`src/rtl/core/ncc_pkg.sv`:
```
package ncc_pkg;

    // Sizing of the classifier and the confusion matrix.
    localparam int NUM_CENTERS = 6;
    localparam int SAMPLE_BITS = 12;
    localparam int COUNT_BITS  = 16;

    // Configuration port.
    localparam int NUM_CFG     = 6;
    localparam int CFG_DATA_W  = 36;
    localparam int CFG_INDEX_W = 3;

    // Fixed field widths of the stream words.
    localparam int OP_W       = 2;
    localparam int TC_W       = 3;
    localparam int WINNER_W   = 3;
    localparam int MIN_DIST_W = 26;
    localparam int CELL_W     = 16;

    // Derived internal widths.
    localparam int IDX_W  = $clog2(NUM_CENTERS);
    localparam int SQ_W   = 2 * SAMPLE_BITS;
    localparam int DIST_W = SQ_W + 2;
    localparam int CTR_W  = 3 * SAMPLE_BITS;

    // Minimum search tree and front pipeline depth.
    localparam int TREE_LEVELS = $clog2(NUM_CENTERS);
    localparam int LEAVES      = 1 << TREE_LEVELS;
    localparam int HALF_LEAVES = LEAVES / 2;
    localparam int FRONT_LAT   = 3 + TREE_LEVELS;

    // Queue between the front and the back.
    localparam int QUEUE_AW    = $clog2(FRONT_LAT + 3);
    localparam int QUEUE_DEPTH = 1 << QUEUE_AW;

    // Confusion matrix storage.
    localparam int NUM_CELLS   = NUM_CENTERS * NUM_CENTERS;
    localparam int CELL_ADDR_W = $clog2(NUM_CELLS);
    localparam logic [COUNT_BITS-1:0] COUNT_MAX = {COUNT_BITS{1'b1}};

    // Result buffer in the back.
    localparam int OUT_DEPTH = 4;
    localparam int OUT_AW    = $clog2(OUT_DEPTH);

    // Stream word widths, padded to whole bytes.
    localparam int IN_TDATA_W  = ((3 * SAMPLE_BITS + TC_W + 7) / 8) * 8;
    localparam int IN_TUSER_W  = OP_W;
    localparam int OUT_TDATA_W = ((WINNER_W + MIN_DIST_W + CELL_W + 7) / 8) * 8;

    // Operation codes; the unused code behaves as a plain classify.
    typedef enum logic [OP_W-1:0] {
        OP_CLASSIFY = 2'd0,
        OP_COUNT    = 2'd1,
        OP_CLEAR    = 2'd2
    } op_t;

    typedef logic [NUM_CENTERS-1:0][CTR_W-1:0] centers_t;

    typedef struct packed {
        logic [OP_W-1:0]        op;
        logic [SAMPLE_BITS-1:0] sx;
        logic [SAMPLE_BITS-1:0] sy;
        logic [SAMPLE_BITS-1:0] sz;
        logic [TC_W-1:0]        tc;
    } in_item_t;

    typedef struct packed {
        logic [OP_W-1:0]   op;
        logic [TC_W-1:0]   tc;
        logic [IDX_W-1:0]  idx;
        logic [DIST_W-1:0] dist_sq;
    } front_item_t;

    typedef struct packed {
        logic                not_empty;
        logic [QUEUE_AW:0]   count;
    } q_stat_t;

endpackage

```
`src/rtl/core/ncc_queue.sv`:
```
module ncc_queue (
    input  logic                  aclk,
    input  logic                  aresetn,
    input  logic                  push,
    input  ncc_pkg::front_item_t  push_item,
    input  logic                  pop,
    output ncc_pkg::front_item_t  head_item,
    output ncc_pkg::q_stat_t      stat
);

    localparam int AW = ncc_pkg::QUEUE_AW;

    ncc_pkg::front_item_t [ncc_pkg::QUEUE_DEPTH-1:0] slot_reg;
    logic [AW-1:0] wr_ptr_reg;
    logic [AW-1:0] wr_ptr_next;
    logic [AW-1:0] rd_ptr_reg;
    logic [AW-1:0] rd_ptr_next;
    logic [AW:0]   count_reg;
    logic [AW:0]   count_next;

    // Pointer and fill count update.
    always_comb begin
        wr_ptr_next = push ? (wr_ptr_reg + 1'b1) : wr_ptr_reg;
        rd_ptr_next = pop ? (rd_ptr_reg + 1'b1) : rd_ptr_reg;
        count_next  = count_reg + (AW+1)'(push) - (AW+1)'(pop);
    end

    always_ff @(posedge aclk) begin
        if (!aresetn) begin
            wr_ptr_reg <= '0;
            rd_ptr_reg <= '0;
            count_reg  <= '0;
        end else begin
            wr_ptr_reg <= wr_ptr_next;
            rd_ptr_reg <= rd_ptr_next;
            count_reg  <= count_next;
        end
    end

    // Storage of the queued words.
    always_ff @(posedge aclk) begin
        if (push) begin
            slot_reg[wr_ptr_reg] <= push_item;
        end
    end

    assign head_item      = slot_reg[rd_ptr_reg];
    assign stat.not_empty = (count_reg != '0);
    assign stat.count     = count_reg;

endmodule

```
`config.mk`:
```
export PLATFORM = sky130hd
export DESIGN_NAME = ncc_queue
export DESIGN_NICKNAME = d
export VERILOG_FILES = /design/src/rtl/core/ncc_pkg.sv /design/src/rtl/core/ncc_queue.sv
export SDC_FILE = /design/constraint.sdc
export NUM_CORES = 1
export LEC_CHECK = 0
export BUFFER_PORTS_ARGS = -buffer_cell sky130_fd_sc_hd__buf_2
export CAP_MARGIN = 25
export CORE_MARGIN = 2
export CORE_UTILIZATION = 61
export DETAILED_ROUTE_END_ITERATION = 6
export PLACE_DENSITY = 0.79
export SYNTH_ARGS = -nofsm -noshare
export SYNTH_HDL_FRONTEND = slang
export SYNTH_SLANG_ARGS = --single-unit
```
`constraint.sdc`:
```
create_clock -name aclk -period 2.7 [get_ports aclk]
set_input_delay 0.54 -clock aclk [delete_from_list [all_inputs] [get_ports aclk]]
set_output_delay 0.54 -clock aclk [all_outputs]
set_load 0.05 [all_outputs]
```
==> run metrics <==
row cnt=68; Slowest cell on crit path=mux4_2; Arr. time, crit path=2420 ps; dominant synthesized flop cell=edfxtp_1; Yosys cell types=29; delay-heaviest family, CP=multiplexers; synthesized area per cell=22.8 sq um; nets@finish=1,120; Critical Path RT=between 2000 and 2500 ps; first-pass GRT wire length=70.9 mm; H-tree depth=2; Internal=about 15 mW; Die Footprint=between 30,000 and 40,000 sq um; fmax=approximately 0.34 GHz; Worst Path Buf+Inv=3; crit path max fanout=7; RD Place Congestion=0.721; DR DRC count=0; fin crit share=110%; Post-DRT Antenna Nets=0; initial antenna violation count=1; critical path class=flop to output pin; proportion of layout cells with a drive suffix above 1=between 30 and 40%; core area=approximately 34,000 sq um; Ys Warns=0; CTS buffer count=52; most frequent cells in the layout=edfxtp_1 (544), mux4_2 (136), clkbuf_16 (64); fin util=73.3%; Tightest Hold Check Type=input port to flop; gr ovfl total=0; die width=190 um; number of global-route vias before repair=between 10,000 and 15,000; synthesized instance count=~930; flip-flop and latch area=about 17,000 sq um; Die Y=190 um; switching power=4.38 mW; drt pass-1 iters=5; Critical Path, Cell by Cell=buf_12, buf_16, mux4_2, a22oi_2, nand2_2, buf_6; DRT iter0 DRCs=about 1,300; crit path launch type=flop; Net Sw Frac=around 23%; total of max-cap violations=0; clock skew=between 10 and 15 ps; Routed Wire Length=between 40 and 50 mm; Slowest Stage Delay on Critical Path=550 ps; Final Slew Violations=0; most common cell after layout, fill and taps aside=edfxtp_1; Metal-1 WL=18.1 mm; outcome=complete, but fails checks; routed len/inst=between 30 and 40 um; pin count of the biggest net entering global routing=55; Overall Power=between 15 and 20 mW; gr usage total=approximately 27%; # setup viols final=34; initial core utilization=between 60% and 70%; Root Driver=clkbuf_16; met3 wire length=between 3 and 4 mm; Leak=8.06 nW; worst vdd ir=between 0.0005 and 0.0006 V; clk slew on worst S/H paths=about 60 ps; metal2 WL=approximately 26 mm; CTS tree=done; slew at the pin closest to its max-slew limit=468 ps; top sig layer=met4; multi-input logic area=between 4000 and 5000 sq um; post-synthesis register bit count=about 560; failing checks=setup timing; Post-CTS Hold Buffers=0; Comb power frac=11.8%; hpwl dp=about 22 mm; clock latency at the later pin of the worst-skew pair=570 ps; filler instances=~1,800; sequential area share after synthesis=roughly four fifths; power density over the cells=~760 nW/um^2; sequential power share=50.5%; asr flop ratio synth=0%; Max transition margin=a little under 70%; Syn Std Cell Area=approximately 21,000 sq um; setup ws final=-262 ps; Hold WS=between 300 and 400 ps; detailed-route via count=between 10,000 and 15,000; Max clock buf depth=3; final hold vios=0; Syn Nets=976; Clock power frac=~38%; clock period minus worst slack=2960 ps; area delta synth->final=19.1%; Crit. End Element=output pin; RSZ-0062 raised after global routing=true; max FFs per register=~540; Clock Sinks=roughly 560; via/cell ratio=about 6.6; EDFF count, synth=around 540; IO Count=78; Port-buffer cells=slightly below 80
## kinds of logic (layout without fill, tap and decap cells)
kind of cell	after synthesis	after routing	synth area share, %
compound gates	72	72	2.52
xor+xnor	8	8	0.331
fa+ha+maj	12	12	0.746
buf+inv	58	245	1.40
flops	557	557	78.5
mux	138	138	14.6
other cells	0	2	0
simple gates	81	81	1.93
## synth_stat cells, types with 2 or more instances
cell / instances / area share, %
xnor2_1: 5 / 0.21
nand4_1: 2 / 0.059
and3_1: 2 / 0.059
edfxtp_1: 544 / 77
a21oi_1: 2 / 0.047
buf_6: 6 / 0.32
mux2i_1: 2 / 0.095
buf_4: 8 / 0.28
inv_1: 10 / 0.18
buf_2: 3 / 0.071
clkbuf_1: 20 / 0.36
nand2b_1: 2 / 0.059
mux4_2: 136 / 14
dfxtp_1: 13 / 1.2
nor2_1: 3 / 0.053
and2_1: 25 / 0.74
buf_1: 11 / 0.20
nor2b_1: 5 / 0.15
xor2_1: 3 / 0.12
ha_1: 11 / 0.65
nand2_1: 38 / 0.67
a22oi_1: 68 / 2.4
## path summary, 6_finish.rpt
kind	slack [ps]	cells past startpoint	from	end
min reg2reg	590	2	wr_ptr_reg[1]	wr_ptr_reg[1]
max	-260	6	rd_ptr_reg[0]	head_item[13]
min	350	1	push_item[29]	slot_reg[165]
max reg2reg	670	10	count_reg[0]	count_reg[4]
## per-layer routing
metal  track usage [%]  vias to the layer above
met3              3.60                       83
met4              9.33                        0
met5                 0                        -
li1                  -                     4208
met1              36.2                     5538
met2              48.1                      565
## repair_timing
item,in CTS,in global routing
setup endpoints to repair,34,34
pin swaps,11,32
gates resized for setup,119,23
gates cloned,9,10
buffers inserted,6,2
## power groups by stage
| stage | registers, mW | clock network, mW | logic [mW] |
|---|---|---|---|
| 6_report | 9.69 | 7.22 | 2.27 |
| 2_1_floorplan | 9.94 | 0 | 1.25 |
| 3_5_place_dp | 9.87 | 0 | 1.80 |
| 5_1_grt | 9.70 | 7.62 | 2.40 |
| 3_3_place_gp | 9.86 | 0 | 1.77 |
| 4_1_cts | 9.69 | 7.28 | 2.16 |
## through the flow
step | area (sq um) | cells | setup WS, ps | setup TNS (ps)
3_3_place_gp | 22400 | 1445 | 259 | 0
3_5_place_dp | 22400 | 1445 | 233 | 0
5_1_grt | 25200 | 1568 | -296 | -8140
6_report | 25200 | 1570 | -262 | -5970
4_1_cts | 24800 | 1557 | -215 | -5770
2_1_floorplan | 21100 | 926 | 348 | 0
## layout make-up
cell class / count / share of cell area (%)
Multi-Input combinational cell: 311 / 18.1
Sequential cell: 557 / 65.9
Clock inverter: 29 / 1.06
Timing Repair Buffer: 138 / 6.80
Antenna cell: 2 / 0.0199
Clock buffer: 68 / 5.65
Inverter: 10 / 0.149
Tap cell: 455 / 2.26
Power figures use the tool's default switching activity.
