**src/rtl/core/ncc_pkg.sv**
```systemverilog
package ncc_pkg;

    // Sizing of the classifier and the confusion matrix.
    localparam int NUM_CENTERS = 6;
    localparam int SAMPLE_BITS = 12;
    localparam int COUNT_BITS  = 16;

    // Configuration port.
    localparam int NUM_CFG     = 6;
    localparam int CFG_DATA_W  = 36;
    localparam int CFG_INDEX_W = 3;

    // Fixed field widths of the stream words.
    localparam int OP_W       = 2;
    localparam int TC_W       = 3;
    localparam int WINNER_W   = 3;
    localparam int MIN_DIST_W = 26;
    localparam int CELL_W     = 16;

    // Derived internal widths.
    localparam int IDX_W  = $clog2(NUM_CENTERS);
    localparam int SQ_W   = 2 * SAMPLE_BITS;
    localparam int DIST_W = SQ_W + 2;
    localparam int CTR_W  = 3 * SAMPLE_BITS;

    // Minimum search tree and front pipeline depth.
    localparam int TREE_LEVELS = $clog2(NUM_CENTERS);
    localparam int LEAVES      = 1 << TREE_LEVELS;
    localparam int HALF_LEAVES = LEAVES / 2;
    localparam int FRONT_LAT   = 3 + TREE_LEVELS;

    // Queue between the front and the back.
    localparam int QUEUE_AW    = $clog2(FRONT_LAT + 3);
    localparam int QUEUE_DEPTH = 1 << QUEUE_AW;

    // Confusion matrix storage.
    localparam int NUM_CELLS   = NUM_CENTERS * NUM_CENTERS;
    localparam int CELL_ADDR_W = $clog2(NUM_CELLS);
    localparam logic [COUNT_BITS-1:0] COUNT_MAX = {COUNT_BITS{1'b1}};

    // Result buffer in the back.
    localparam int OUT_DEPTH = 4;
    localparam int OUT_AW    = $clog2(OUT_DEPTH);

    // Stream word widths, padded to whole bytes.
    localparam int IN_TDATA_W  = ((3 * SAMPLE_BITS + TC_W + 7) / 8) * 8;
    localparam int IN_TUSER_W  = OP_W;
    localparam int OUT_TDATA_W = ((WINNER_W + MIN_DIST_W + CELL_W + 7) / 8) * 8;

    // Operation codes; the unused code behaves as a plain classify.
    typedef enum logic [OP_W-1:0] {
        OP_CLASSIFY = 2'd0,
        OP_COUNT    = 2'd1,
        OP_CLEAR    = 2'd2
    } op_t;

    typedef logic [NUM_CENTERS-1:0][CTR_W-1:0] centers_t;

    typedef struct packed {
        logic [OP_W-1:0]        op;
        logic [SAMPLE_BITS-1:0] sx;
        logic [SAMPLE_BITS-1:0] sy;
        logic [SAMPLE_BITS-1:0] sz;
        logic [TC_W-1:0]        tc;
    } in_item_t;

    typedef struct packed {
        logic [OP_W-1:0]   op;
        logic [TC_W-1:0]   tc;
        logic [IDX_W-1:0]  idx;
        logic [DIST_W-1:0] dist_sq;
    } front_item_t;

    typedef struct packed {
        logic                not_empty;
        logic [QUEUE_AW:0]   count;
    } q_stat_t;

endpackage

```
**src/rtl/core/ncc_back.sv**
```systemverilog
module ncc_back (
    input  logic                                aclk,
    input  logic                                aresetn,
    input  ncc_pkg::q_stat_t                    q_stat,
    input  ncc_pkg::front_item_t                q_item,
    output logic                                q_pop,
    output logic                                m_axis_tvalid,
    input  logic                                m_axis_tready,
    output logic [ncc_pkg::OUT_TDATA_W-1:0]     m_axis_tdata
);

    localparam int AW = ncc_pkg::OUT_AW;
    localparam int CB = ncc_pkg::COUNT_BITS;
    localparam int CA = ncc_pkg::CELL_ADDR_W;

    // Words in flight inside the back, result buffer included.
    logic [AW:0] back_cnt_reg;
    logic [AW:0] back_cnt_next;
    logic        take;

    logic                  b1_valid_reg;
    ncc_pkg::front_item_t  b1_item_reg;
    logic [CA-1:0]         b1_addr;
    logic                  b1_count_en;

    logic                  b2_valid_reg;
    ncc_pkg::front_item_t  b2_item_reg;
    logic [CA-1:0]         b2_addr_reg;
    logic                  b2_count_en_reg;

    logic [CB-1:0] cell_mem [ncc_pkg::NUM_CELLS];
    logic [CB-1:0] rd_data_reg;
    logic [ncc_pkg::NUM_CELLS-1:0] cell_vld_reg;

    logic          last_wr_reg;
    logic [CA-1:0] last_addr_reg;
    logic [CB-1:0] last_data_reg;

    logic          fwd;
    logic [CB-1:0] cnt_old;
    logic [CB-1:0] cnt_new;
    logic          wr_en;
    logic          clr;

    logic [ncc_pkg::IDX_W+ncc_pkg::WINNER_W-1:0]    winner_ext;
    logic [ncc_pkg::DIST_W+ncc_pkg::MIN_DIST_W-1:0] dist_ext;
    logic [CB+ncc_pkg::CELL_W-1:0]                  cell_ext;
    logic [ncc_pkg::WINNER_W-1:0]                   res_winner;
    logic [ncc_pkg::MIN_DIST_W-1:0]                 res_dist;
    logic [ncc_pkg::CELL_W-1:0]                     res_cell;

    logic [ncc_pkg::OUT_DEPTH-1:0][ncc_pkg::OUT_TDATA_W-1:0] ob_reg;
    logic [AW-1:0] ob_wr_ptr_reg;
    logic [AW-1:0] ob_rd_ptr_reg;
    logic [AW:0]   ob_cnt_reg;

    // Pop only while the result buffer has room for everything in flight.
    assign q_pop = q_stat.not_empty && (back_cnt_reg < (AW+1)'(ncc_pkg::OUT_DEPTH));
    assign take  = m_axis_tvalid && m_axis_tready;
    assign back_cnt_next = back_cnt_reg + (AW+1)'(q_pop) - (AW+1)'(take);

    always_ff @(posedge aclk) begin
        if (!aresetn) begin
            back_cnt_reg <= '0;
            b1_valid_reg <= 1'b0;
            b2_valid_reg <= 1'b0;
        end else begin
            back_cnt_reg <= back_cnt_next;
            b1_valid_reg <= q_pop;
            b2_valid_reg <= b1_valid_reg;
        end
    end

    // Cell address of this true class and winner.
    assign b1_addr = CA'(32'(b1_item_reg.tc) * ncc_pkg::NUM_CENTERS + 32'(b1_item_reg.idx));
    assign b1_count_en = (b1_item_reg.op == ncc_pkg::OP_COUNT)
                      && (32'(b1_item_reg.tc) < ncc_pkg::NUM_CENTERS);

    always_ff @(posedge aclk) begin
        b1_item_reg     <= q_item;
        b2_item_reg     <= b1_item_reg;
        b2_addr_reg     <= b1_addr;
        b2_count_en_reg <= b1_count_en;
    end

    // Counter memory: registered read in the first back stage.
    always_ff @(posedge aclk) begin
        rd_data_reg <= cell_mem[b1_addr];
    end

    always_ff @(posedge aclk) begin
        if (wr_en) begin
            cell_mem[b2_addr_reg] <= cnt_new;
        end
    end

    // The write of the word just ahead is not yet in the read data; forward it.
    // A cell whose valid bit is clear reads as zero.
    always_comb begin
        fwd     = last_wr_reg && (last_addr_reg == b2_addr_reg);
        cnt_old = !cell_vld_reg[b2_addr_reg] ? '0 :
                  (fwd ? last_data_reg : rd_data_reg);
        cnt_new = (cnt_old == ncc_pkg::COUNT_MAX) ? cnt_old : (cnt_old + 1'b1);
        wr_en   = b2_valid_reg && b2_count_en_reg;
        clr     = b2_valid_reg && (b2_item_reg.op == ncc_pkg::OP_CLEAR);
    end

    always_ff @(posedge aclk) begin
        if (!aresetn) begin
            cell_vld_reg <= '0;
            last_wr_reg  <= 1'b0;
        end else begin
            if (clr) begin
                cell_vld_reg <= '0;
            end else if (wr_en) begin
                cell_vld_reg[b2_addr_reg] <= 1'b1;
            end
            last_wr_reg <= wr_en;
        end
    end

    always_ff @(posedge aclk) begin
        last_addr_reg <= b2_addr_reg;
        last_data_reg <= cnt_new;
    end

    // Result fields fitted to the stream widths.
    always_comb begin
        winner_ext = {{ncc_pkg::WINNER_W{1'b0}}, b2_item_reg.idx};
        dist_ext   = {{ncc_pkg::MIN_DIST_W{1'b0}}, b2_item_reg.dist_sq};
        cell_ext   = {{ncc_pkg::CELL_W{1'b0}}, cnt_new};
        res_winner = clr ? '0 : winner_ext[ncc_pkg::WINNER_W-1:0];
        res_dist   = clr ? '0 : dist_ext[ncc_pkg::MIN_DIST_W-1:0];
        res_cell   = wr_en ? cell_ext[ncc_pkg::CELL_W-1:0] : '0;
    end

    // Result buffer toward the output stream.
    always_ff @(posedge aclk) begin
        if (!aresetn) begin
            ob_wr_ptr_reg <= '0;
            ob_rd_ptr_reg <= '0;
            ob_cnt_reg    <= '0;
        end else begin
            if (b2_valid_reg) begin
                ob_wr_ptr_reg <= ob_wr_ptr_reg + 1'b1;
            end
            if (take) begin
                ob_rd_ptr_reg <= ob_rd_ptr_reg + 1'b1;
            end
            ob_cnt_reg <= ob_cnt_reg + (AW+1)'(b2_valid_reg) - (AW+1)'(take);
        end
    end

    always_ff @(posedge aclk) begin
        if (b2_valid_reg) begin
            ob_reg[ob_wr_ptr_reg] <= ncc_pkg::OUT_TDATA_W'({res_cell, res_dist, res_winner});
        end
    end

    assign m_axis_tvalid = (ob_cnt_reg != '0);
    assign m_axis_tdata  = ob_reg[ob_rd_ptr_reg];

endmodule

```
**config.mk**
```make
export PLATFORM = sky130hd
export DESIGN_NAME = ncc_back
export DESIGN_NICKNAME = d
export VERILOG_FILES = /design/src/rtl/core/ncc_pkg.sv /design/src/rtl/core/ncc_back.sv
export SDC_FILE = /design/constraint.sdc
export NUM_CORES = 1
export LEC_CHECK = 0
export ABC_CLOCK_PERIOD_IN_PS = 8300
export BUFFER_PORTS_ARGS = -buffer_cell sky130_fd_sc_hd__buf_2
export CAP_MARGIN = 10
export CORE_MARGIN = 3
export CORE_UTILIZATION = 64
export CTS_BUF_LIST = sky130_fd_sc_hd__clkbuf_8
export DETAILED_ROUTE_END_ITERATION = 10
export PLACE_DENSITY_LB_ADDON = 0.12
export SYNTH_ARGS = -nofsm -noshare
export SYNTH_HDL_FRONTEND = slang
export SYNTH_SLANG_ARGS = --single-unit
```
**constraint.sdc**
```tcl
create_clock -name aclk -period 8.3 [get_ports aclk]
set_input_delay 0.83 -clock aclk [delete_from_list [all_inputs] [get_ports aclk]]
set_output_delay 0.83 -clock aclk [all_outputs]
set_load 0.05 [all_outputs]
```
==> run_results.csv, run 1 <==
group,metric,value,unit
outcome,outcome,"completed",
worst_setup_path,cp-startpoint,"b2_addr_reg[0]$_DFF_P_",
logic_synthesis,synth-seq-area-share,75.54,%
timing,finalMaxSlewViolations,0,
layout,nFillCells,3101,
logic_synthesis,synth.top_cells.by_count,"edfxtp_1, mux4_2, dfxtp_1",
timing,setup_viol,0,
timing,fin_crit_sh,61.14,%
clock_network,cts.sinks,914,
logic_synthesis,synth_flop_cell,"edfxtp_1",
logic_synthesis,yosysWarningCount,0,
floorplan,rows,84,
grt,antenna_found_initial,2,
clock_network,path_clk_slew,0.06,ns
routing,route.detailed.wl_per_inst,26.32,um
grt,grt_overflow_total,0,
worst_setup_path,path_common_cell,"o21a_1",
placed_design,placedCellCount,2419,
routing,first_pass_iters,6,
layout,layout-drive-gt1-share,31.61,%
clock_network,cts-root-buf,"clkbuf_8",
layout,layout.nets,1940,
worst_setup_path,crit_arrival,5.58,ns
routing,wl_met1,27970,um
pwr,leakagePower,13.14,nW
min_path,hold_path_class,"in -> reg",
logic_synthesis,ys_seq_elements,914,
routing,drt_iter0_drc,1545,
timing,period_minus_slack,5.074,ns
flow_run,cap_violations,0,
floorplan,die_x,237.3,um
pwr,vdd_drop_max,178.7,uV
floorplan,pin_count,93,
layout,largest_register_ffs,576,
floorplan,die-area,56310,um2
worst_setup_path,cp.required,8.80,ns
worst_setup_path,worstSetupEndpointType,"flip-flop",
floorplan,start_util,64.90,%
logic_synthesis,synth_edf_count,756,
logic_synthesis,yosysTopAreaCellShare,66.30,%
routing,met3WireLength,4639,um
timing,hold_viol,0,
worst_setup_path,cp-start-kind,"flip-flop",
timing,fin_tns_setup,0,ns
timing,slew_headroom,35.56,%
routing,wl,70540,um
worst_setup_path,path_cells,"mux4_2 -> nor3b_1 -> a31oi_1 -> o21a_1 -> and2_1 -> buf_4 -> nor2b_1 -> ha_1 -> nand4_1 -> nor4_2 -> o22ai_4 -> nand2_1 -> or3_1 -> o21a_1 -> buf_8",
pwr,powerDensity,268.3,nW/um2
placed_design,io_buffers,84,
grt,grt_pass1_vias,17580,
clock_network,cts_inserted_buffers,144,
grt,grt_pass1_wl,108000,um
logic_synthesis,synthArstFlopShare,0,%
worst_setup_path,critical_path_class,"reg -> reg",
layout,fin_cells,2680,
clock_network,clk_latency,0.77,ns
clock_network,postCtsHoldBufs,0,
placed_design,gp_congestion,0.8922,
logic_synthesis,synth_area,34240,um2
logic_synthesis,yosysMostFrequentCell,"edfxtp_1",
routing,drc_errors,0,
timing,max_freq,0.1971,GHz
logic_synthesis,synthTopCellsByArea,"edfxtp_1, mux4_2, dfxtp_1",
logic_synthesis,synth.largest_area_cell,"edfxtp_1",
worst_setup_path,worstPathMaxFanout,22,
routing,top_layer_used,"met4",
min_path,worstHoldStart,"q_item[31]",
clock_network,clockBufferDepth,3,
placed_design,dp_hpwl,38860,um
worst_setup_path,slowest_stage,"dfxtp_1",
clock_network,cts_tree,"done",
clock_network,cts_resized,0,
worst_setup_path,r2r-start,"b2_addr_reg[0]$_DFF_P_",
grt,grt_max_degree,85,
worst_setup_path,critPathBufInv,2,
routing,wl_met2,36230,um
routing,ant_nets,0,
clock_network,htreeDepth,4,
timing,worstMarginPinSlew,0.9667,ns
grt,gr-usage-all-layers,26.30,%
floorplan,dieHeight,237.3,um
worst_setup_path,cpPeakStageDelay,0.86,ns
timing,finalClockSkew,0.03723,ns
layout,area_delta_synth_final,12.65,%
worst_setup_path,crit_family,"compound AO/OA/AOI/OAI gates",
routing,viasPerCell,6.248,
floorplan,coreArea,52760,um2
timing,grt_setup_unrepaired,"false",
logic_synthesis,avgSynthCellArea,20.63,um2
routing,via_count,16750,
clock_network,cts_setup_buffers,0,
logic_synthesis,synth_cell_types,62,
logic_synthesis,syn_inst,1660,
## metrics by stage
stage / hold WS [ns] / setup slack, ns / cell area, um2 / total power, mW / utilization, %
4_1_cts: 0.09125 / 2.975 / 38550 / 10.44 / 73.07
6_report: 0.1655 / 3.226 / 38570 / 10.35 / 73.11
3_3_place_gp: 0.3100 / 3.278 / 35860 / 6.918 / 67.96
5_1_grt: 0.1138 / 2.868 / 38570 / 10.76 / 73.10
3_5_place_dp: 0.3128 / 3.000 / 35860 / 6.956 / 67.96
2_1_floorplan: 0.3096 / 3.120 / 34250 / 6.491 / -
## cell usage in the layout, fill, tap and decap left out, types with 6 or more instances in the layout
master	n
o21a_1	38
clkinv_1	15
buf_2	84
clkbuf_8	164
xor2_1	6
edfxtp_1	756
ha_1	14
inv_1	82
nor3_1	6
and2_1	43
buf_4	66
mux4_2	225
and3_1	10
nor2b_1	8
nor2_2	39
o21ai_0	26
nand3_1	10
dfxtp_1	155
nor2_1	22
xnor2_1	16
mux2i_1	34
nand4_1	11
clkinv_2	7
nand2_1	40
a21oi_1	9
## where the power goes
| part | total (mW) | internal [mW] | switching, mW |
|---|---|---|---|
| registers | 5.37 | 5.21 | 0.155 |
| logic | 1.48 | 0.535 | 0.948 |
| clock network | 3.50 | 1.86 | 1.64 |
| total | 10.4 | 7.61 | 2.75 |
## final cells by class
class                   instances  area (um2)  share of cell area, %
clock inverters                94       437.9                  1.135
flip-flops and latches        914       25870                  67.08
well taps                     688       860.8                  2.232
inverters                      18       67.56                 0.1752
repair buffers                152       950.9                  2.465
clock buffers                 164        2257                  5.852
multi-input cells             648        8118                  21.05
diodes                          2       5.005                0.01298
## layer usage
layer / global-route usage, % / up-vias
met5: 0 / -
met4: 8.905 / 0
met3: 5.291 / 119
met2: 43.99 / 616
met1: 35.52 / 8836
li1: - / 7174
## kinds of logic (layout without fill, tap and decap cells)
family / after synthesis / in the layout / synth area share (%)
flip-flops: 914 / 914 / 75.54
multiplexers: 263 / 263 / 15.94
AND/OR/NAND/NOR: 224 / 224 / 3.464
AO/OA/AOI/OAI: 114 / 114 / 2.350
buffers and inverters: 100 / 428 / 1.275
XOR/XNOR: 25 / 25 / 0.6395
adder cells (fa/ha/maj): 19 / 19 / 0.7820
other: 1 / 5 / 0.01095
## worst paths after layout
check | to | slack (ns) | depth (start not counted)
worst min-delay path | b1_item_reg[31]$_DFF_P_ | 0.17 | 1
worst max-delay path | cell_mem[2][2]$_DFFE_PP_ | 3.23 | 15
worst max register to register | cell_mem[2][2]$_DFFE_PP_ | 3.23 | 15
worst min register to register | b2_item_reg[25]$_DFF_P_ | 0.32 | 0
## worst reg2reg max path, cell delays in order, from the launching register on
cell and delay, ns:
dfxtp_1 0.86, mux4_2 0.61, nor3b_1 0.16, a31oi_1 0.24, o21a_1 0.24, and2_1 0.14
buf_4 0.32, nor2b_1 0.10, ha_1 0.35, nand4_1 0.20, nor4_2 0.09, o22ai_4 0.41
nand2_1 0.09, or3_1 0.36, o21a_1 0.37, buf_8 0.28
Power figures use the tool's default switching activity.
==> run 2, diff against run 1 <==
ABC_AREA = 1   (was default)
ABC_CLOCK_PERIOD_IN_PS = 4400   (was 8300)
CORE_UTILIZATION = 58   (was 64)
clock period = 4.4 ns   (was 8.3 ns; I/O delays follow)
==> run_results.csv, run 2 <==
group,metric,value,unit
worst_setup_path,r2r_cells,18,
layout,area_delta_synth_final,13.26,%
placed_design,gp_congestion,0.9032,
timing,grt_setup_unrepaired,"false",
placed_design,dp_hpwl,49360,um
logic_synthesis,synth_cell_types,46,
grt,grt_overflow_total,0,
flow_run,cap_violations,0,
layout,final_cell_mix,"edfxtp_1, nor2_1, o21ai_0",
layout,nFillCells,4236,
grt,grt_pass1_wl,129500,um
worst_setup_path,cp.required,4.95,ns
logic_synthesis,synth_flop_cell,"edfxtp_1",
logic_synthesis,synth-seq-area-share,73.63,%
min_path,hold_path_class,"in -> reg",
worst_setup_path,reg2reg_slack,0.50,ns
floorplan,start_util,59.08,%
routing,route.detailed.wl_per_inst,22.86,um
grt,grt_max_degree,154,
layout,final_common_cell,"edfxtp_1",
pwr,vdd_drop_max,323.0,uV
worst_setup_path,cp-start-kind,"flip-flop",
worst_setup_path,critical_path_class,"reg -> reg",
layout,utilization,66.91,%
routing,via_count,22270,
timing,hold_viol,0,
logic_synthesis,synth.largest_area_cell,"edfxtp_1",
clock_network,clk_latency,0.80,ns
logic_synthesis,synth.top_cells.by_count,"edfxtp_1, nor2_1, o21ai_0",
timing,fin_crit_sh,88.62,%
clock_network,htreeDepth,4,
clock_network,cts_inserted_buffers,146,
routing,drc_errors,0,
timing,max_freq,0.2565,GHz
timing,fin_ws,0.5009,ns
timing,finalClockSkew,0.03581,ns
logic_synthesis,synth_edf_count,756,
layout,layout-drive-gt1-share,13.96,%
outcome,outcome,"completed",
timing,worstMarginPinSlew,0.9678,ns
placed_design,preCtsSetupSlack,0.5475,ns
grt,gr-usage-all-layers,27.41,%
floorplan,dieHeight,252.1,um
floorplan,die_x,252.1,um
logic_synthesis,synthTopCellsByArea,"edfxtp_1, dfxtp_1, nor2_1",
floorplan,die-area,63560,um2
logic_synthesis,yosysMostFrequentCell,"edfxtp_1",
layout,fin_area,39790,um2
clock_network,path_clk_slew,0.06,ns
floorplan,rows,89,
worst_setup_path,worstPathMaxFanout,29,
logic_synthesis,ys_seq_elements,914,
clock_network,clockBufferDepth,3,
logic_synthesis,avgSynthCellArea,13.14,um2
timing,timing.hold.ws,0.2956,ns
logic_synthesis,synthArstFlopShare,0,%
routing,viasPerCell,5.908,
layout,largest_register_ffs,576,
grt,grt_pass1_vias,21760,
placed_design,dpl_cell_area,36700,um2
timing,setup_viol,0,
logic_synthesis,synth_area,35130,um2
logic_synthesis,syn_inst,2674,
clock_network,cts.sinks,914,
routing,drt_iter0_drc,2426,
clock_network,cts-root-buf,"clkbuf_8",
pwr,powerDensity,492.4,nW/um2
placed_design,placedCellCount,3465,
routing,ant_nets,0,
placed_design,io_buffers,84,
floorplan,pin_count,93,
pwr,design_power_total,19.59,mW
grt,antenna_found_initial,1,
routing,wl,86190,um
layout,fin_cells,3770,
layout,layout.nets,2939,
timing,slew_headroom,35.41,%
worst_setup_path,r2r-start,"b2_addr_reg[1]$_DFF_P_",
logic_synthesis,yosysWarningCount,0,
floorplan,coreArea,59460,um2
min_path,worstHoldStart,"q_item[11]",
timing,fin_tns_setup,0,ns
clock_network,cts_tree,"done",
timing,period_minus_slack,3.899,ns
min_path,holdPathEnd,"b1_item_reg[11]$_DFF_P_",
logic_synthesis,yosysTopAreaCellShare,64.62,%
worst_setup_path,reg2reg_to,"cell_mem[0][12]$_DFFE_PP_",
worst_setup_path,worstSetupEndpointType,"flip-flop",
pwr,leakagePower,14.67,nW
worst_setup_path,crit_arrival,4.45,ns
timing,finalMaxSlewViolations,0,
routing,first_pass_iters,5,
min_path,worstHoldPathCells,2,
## run 2: cell count changes after synthesis, sizes merged, moves of 104 or more
cell | previous run | this run
mux4 | 225 | 0
inv | 18 | 122
o21ai | 29 | 250
nor2 | 62 | 497
nand2 | 41 | 198
nand3 | 10 | 135
## run 2: area by class of cell
type / instances / area (um2) / share of cell area (%)
flip-flops and latches: 914 / 25870 / 65.02
multi-input cells: 1475 / 8137 / 20.45
clock buffers: 162 / 2230 / 5.604
repair buffers: 215 / 1622 / 4.075
well taps: 773 / 967.2 / 2.431
clock inverters: 104 / 481.7 / 1.211
inverters: 125 / 476.7 / 1.198
diodes: 2 / 5.005 / 0.01258
## run 2: cell families after synthesis
family	Yosys count	synth area share, %
AOI/OAI and AO/OA	492	9.079
xor gates and xnor gates	10	0.2493
adders and majority gates	19	0.7622
buffers and inverters	287	3.341
DFF	914	73.63
muxes	99	2.821
other	1	0.01068
and+or+nand+nor	852	10.11
## run 2: power by group
part           internal [mW]  total, mW  switching (mW)
clock network           3.44       6.65            3.21
registers               9.62       9.71          0.0925
logic                  0.793       3.23            2.44
## run 2: per-layer routing
| layer | up-vias | routed length (um) | track usage [%] |
|---|---|---|---|
| met5 | - | 0 | 0 |
| met4 | 0 | 2256 | 10.05 |
| met3 | 144 | 6228 | 5.032 |
| met2 | 925 | 42080 | 45.42 |
| met1 | 11010 | 35620 | 36.77 |
| li1 | 10190 | - | - |
## run 2: worst max path at each step
| stage | start | endpoint | slack, ns | cells past startpoint |
|---|---|---|---|---|
| 6_report | b2_addr_reg[1]$_DFF_P_ | cell_mem[0][12]$_DFFE_PP_ | 0.50 | 18 |
| 5_1_grt | b2_addr_reg[1]$_DFF_P_ | cell_mem[32][12]$_DFFE_PP_ | 0.22 | 18 |
| 4_1_cts | b2_addr_reg[1]$_DFF_P_ | cell_mem[34][9]$_DFFE_PP_ | 0.51 | 15 |
| 3_5_place_dp | b2_addr_reg[1]$_DFF_P_ | cell_mem[22][12]$_DFFE_PP_ | 0.55 | 18 |
| 3_3_place_gp | b2_addr_reg[1]$_DFF_P_ | cell_mem[22][9]$_DFFE_PP_ | 0.56 | 15 |
| 2_1_floorplan | b2_addr_reg[0]$_DFF_P_ | cell_mem[0][6]$_DFFE_PP_ | 1.12 | 22 |
## run 2: repair_timing
| item | 4_1_cts | 5_1_grt |
|---|---|---|
| hold buffers | 37 | 0 |
| gates resized for setup | 0 | 0 |
| setup buffers | 0 | 0 |
| hold endpoints to repair | 43 | 0 |
## run 2: critical path, cell delays in order (launching register included)
cell and delay (ns):
dfxtp_1 0.62, inv_4 0.11, nor2_1 0.30, o211ai_1 0.14, nand2_1 0.08, o21ai_1 0.07
nand2_1 0.10, inv_1 0.06, nand2_4 0.09, nand2_1 0.12, inv_1 0.14, ha_1 0.30
nand4_4 0.17, nor2_1 0.32, nand4_1 0.14, nand2_1 0.08, nand2_1 0.11, inv_1 0.31
buf_4 0.40
==> run 3, diff against run 2 <==
CORE_MARGIN = default   (was 3)
CORE_UTILIZATION = 45   (was 58)
==> run_results.csv, run 3 (synthesized netlist as in run 2, its figures left out) <==
group,metric,value,unit
timing,fin_tns_setup,0,ns
pwr,leakagePower,14.61,nW
layout,largest_register_ffs,576,
pwr,pwr-share-comb,16.1,%
timing,fin_ws,0.3207,ns
worst_setup_path,cp-start-kind,"flip-flop",
clock_network,htreeDepth,4,
grt,gr-usage-all-layers,22.12,%
floorplan,pin_count,93,
flow_run,cap_violations,0,
layout,final_common_cell,"edfxtp_1",
layout,layout.nets,2938,
grt,grt_overflow_total,0,
placed_design,preCtsSetupSlack,0.3598,ns
floorplan,start_util,45.42,%
floorplan,die-area,79190,um2
pwr,switchingPower,5.836,mW
outcome,outcome,"completed",
placed_design,dp_hpwl,48890,um
pwr,vdd_drop_max,251.7,uV
layout,area_delta_synth_final,14.30,%
timing,setup_viol,0,
routing,via_count,21840,
clock_network,clockBufferDepth,3,
routing,wl,86590,um
placed_design,gp_congestion,0.8613,
pwr,p_int,13.99,mW
timing,worstMarginPinSlew,1.009,ns
routing,route.detailed.wl_per_inst,21.48,um
worst_setup_path,worstSetupEndpointType,"flip-flop",
min_path,hold_path_class,"in -> reg",
floorplan,rows,102,
clock_network,path_clk_slew,0.06,ns
layout,final_cell_mix,"edfxtp_1, nor2_1, o21ai_0",
grt,grt_pass1_wl,129400,um
floorplan,coreArea,77340,um2
clock_network,cts-root-buf,"clkbuf_8",
pwr,swShare,29.43,%
layout,layout-drive-gt1-share,14.19,%
floorplan,dieHeight,281.4,um
floorplan,die_x,281.4,um
clock_network,cts_inserted_buffers,151,
routing,drc_errors,0,
routing,viasPerCell,5.419,
routing,ant_nets,0,
timing,period_minus_slack,4.079,ns
worst_setup_path,cp.required,4.91,ns
worst_setup_path,critical_path_class,"reg -> reg",
placed_design,io_buffers,84,
worst_setup_path,worstPathMaxFanout,28,
routing,drt_iter0_drc,1562,
clock_network,clk_latency,0.81,ns
timing,max_freq,0.2451,GHz
worst_setup_path,path_common_cell,"nand2_1",
clock_network,cts_resized,0,
worst_setup_path,slowest_stage,"dfxtp_1",
clock_network,cts_tree,"done",
clock_network,cts_setup_buffers,0,
clock_network,cts.sinks,914,
timing,grt_setup_unrepaired,"false",
pwr,pwr-share-seq,49.0,%
timing,hold_viol,0,
grt,grt_pass1_vias,21710,
timing,finalMaxSlewViolations,0,
worst_setup_path,cpPeakStageDelay,0.62,ns
worst_setup_path,crit_arrival,4.59,ns
pwr,p_clk_share,35.0,%
grt,antenna_found_initial,1,
layout,utilization,51.92,%
routing,first_pass_iters,5,
timing,fin_crit_sh,92.71,%
timing,finalClockSkew,0.04187,ns
grt,grt_max_degree,150,
pwr,design_power_total,19.83,mW
worst_setup_path,path_cells,"nor2_1 -> nand3_1 -> nand2_1 -> o21ai_1 -> nand2_1 -> nor2_1 -> nand2_4 -> nand2_1 -> inv_1 -> ha_1 -> nand4_4 -> nor2_4 -> nand2_2 -> nand3_2 -> buf_4",
timing,slew_headroom,32.72,%
pwr,powerDensity,493.9,nW/um2
==> run 3: cell types whose count changed in the layout (fill, tap and decap cells not counted), sizes merged, moves of 2 or more <==
cell / before / now
buf: 178 / 172
bufinv: 1 / 4
clkbuf: 162 / 157
clkinv: 41 / 52
clkinvlp: 2 / 4
inv: 185 / 173
==> run 3: worst max-delay path, delay by kind of cell (launching register included) <==
| kind | cells | cell delay [ns] |
|---|---|---|
| buffers and inverters | 2 | 0.53 |
| flip-flops | 1 | 0.62 |
| AO/OA/AOI/OAI | 1 | 0.15 |
| adder cells (fa/ha/maj) | 1 | 0.27 |
| AND/OR/NAND/NOR | 11 | 2.22 |
==> run 3: stage by stage <==
| step | hold WS, ns | instances | area (um2) |
|---|---|---|---|
| after floorplan | 0.3096 | 2676 | 35140 |
| after global placement | 0.3097 | 3726 | 36960 |
| after detailed placement | 0.3121 | 3726 | 36960 |
| after CTS | 0.1922 | 4028 | 40140 |
| after global routing | 0.2295 | 4030 | 40150 |
| final | 0.2764 | 4031 | 40150 |
==> run 3: timing repair <==
item,4_1_cts,5_1_grt
endpoints found under the hold margin,43,0
setup endpoints to repair,0,0
hold buffers,37,0
==> run 3: power groups by stage <==
stage / registers (mW) / clock network [mW] / logic (mW)
floorplan: 9.86 / 0 / 2.14
global placement: 9.88 / 0 / 3.12
detailed placement: 9.89 / 0 / 3.18
CTS: 9.71 / 7.11 / 3.21
global route: 9.72 / 7.50 / 3.45
finish: 9.71 / 6.93 / 3.19
==> run 3: layer usage <==
| metal | vias to the layer above | track usage (%) | wire, um |
|---|---|---|---|
| li1 | 10190 | - | - |
| met1 | 10900 | 28.99 | 38000 |
| met2 | 594 | 36.66 | 41550 |
| met3 | 155 | 4.309 | 4826 |
| met4 | 0 | 7.957 | 2208 |
| met5 | - | 0 | 0 |
==> run 3: area by class of cell <==
cell class / count / area [um2]
diodes: 3 / 7.507
clock buffers: 157 / 2161
clock inverters: 108 / 653.1
fillers: 6691 / 37190
inverters: 125 / 476.7
multi-input cells: 1475 / 8144
flip-flops and latches: 914 / 25870
well taps: 1040 / 1301
repair buffers: 209 / 1539
==> run 3: path summary, 6_finish.rpt <==
check / startpoint / end / slack [ns] / cells past startpoint
worst max register to register: b2_addr_reg[1]$_DFF_P_ / cell_mem[10][15]$_DFFE_PP_ / 0.32 / 15
worst min-delay path: q_item[25] / b1_item_reg[25]$_DFF_P_ / 0.28 / 2
worst max-delay path: b2_addr_reg[1]$_DFF_P_ / cell_mem[10][15]$_DFFE_PP_ / 0.32 / 15
worst min register to register: b1_item_reg[6]$_DFF_P_ / b2_item_reg[6]$_DFF_P_ / 0.32 / 0
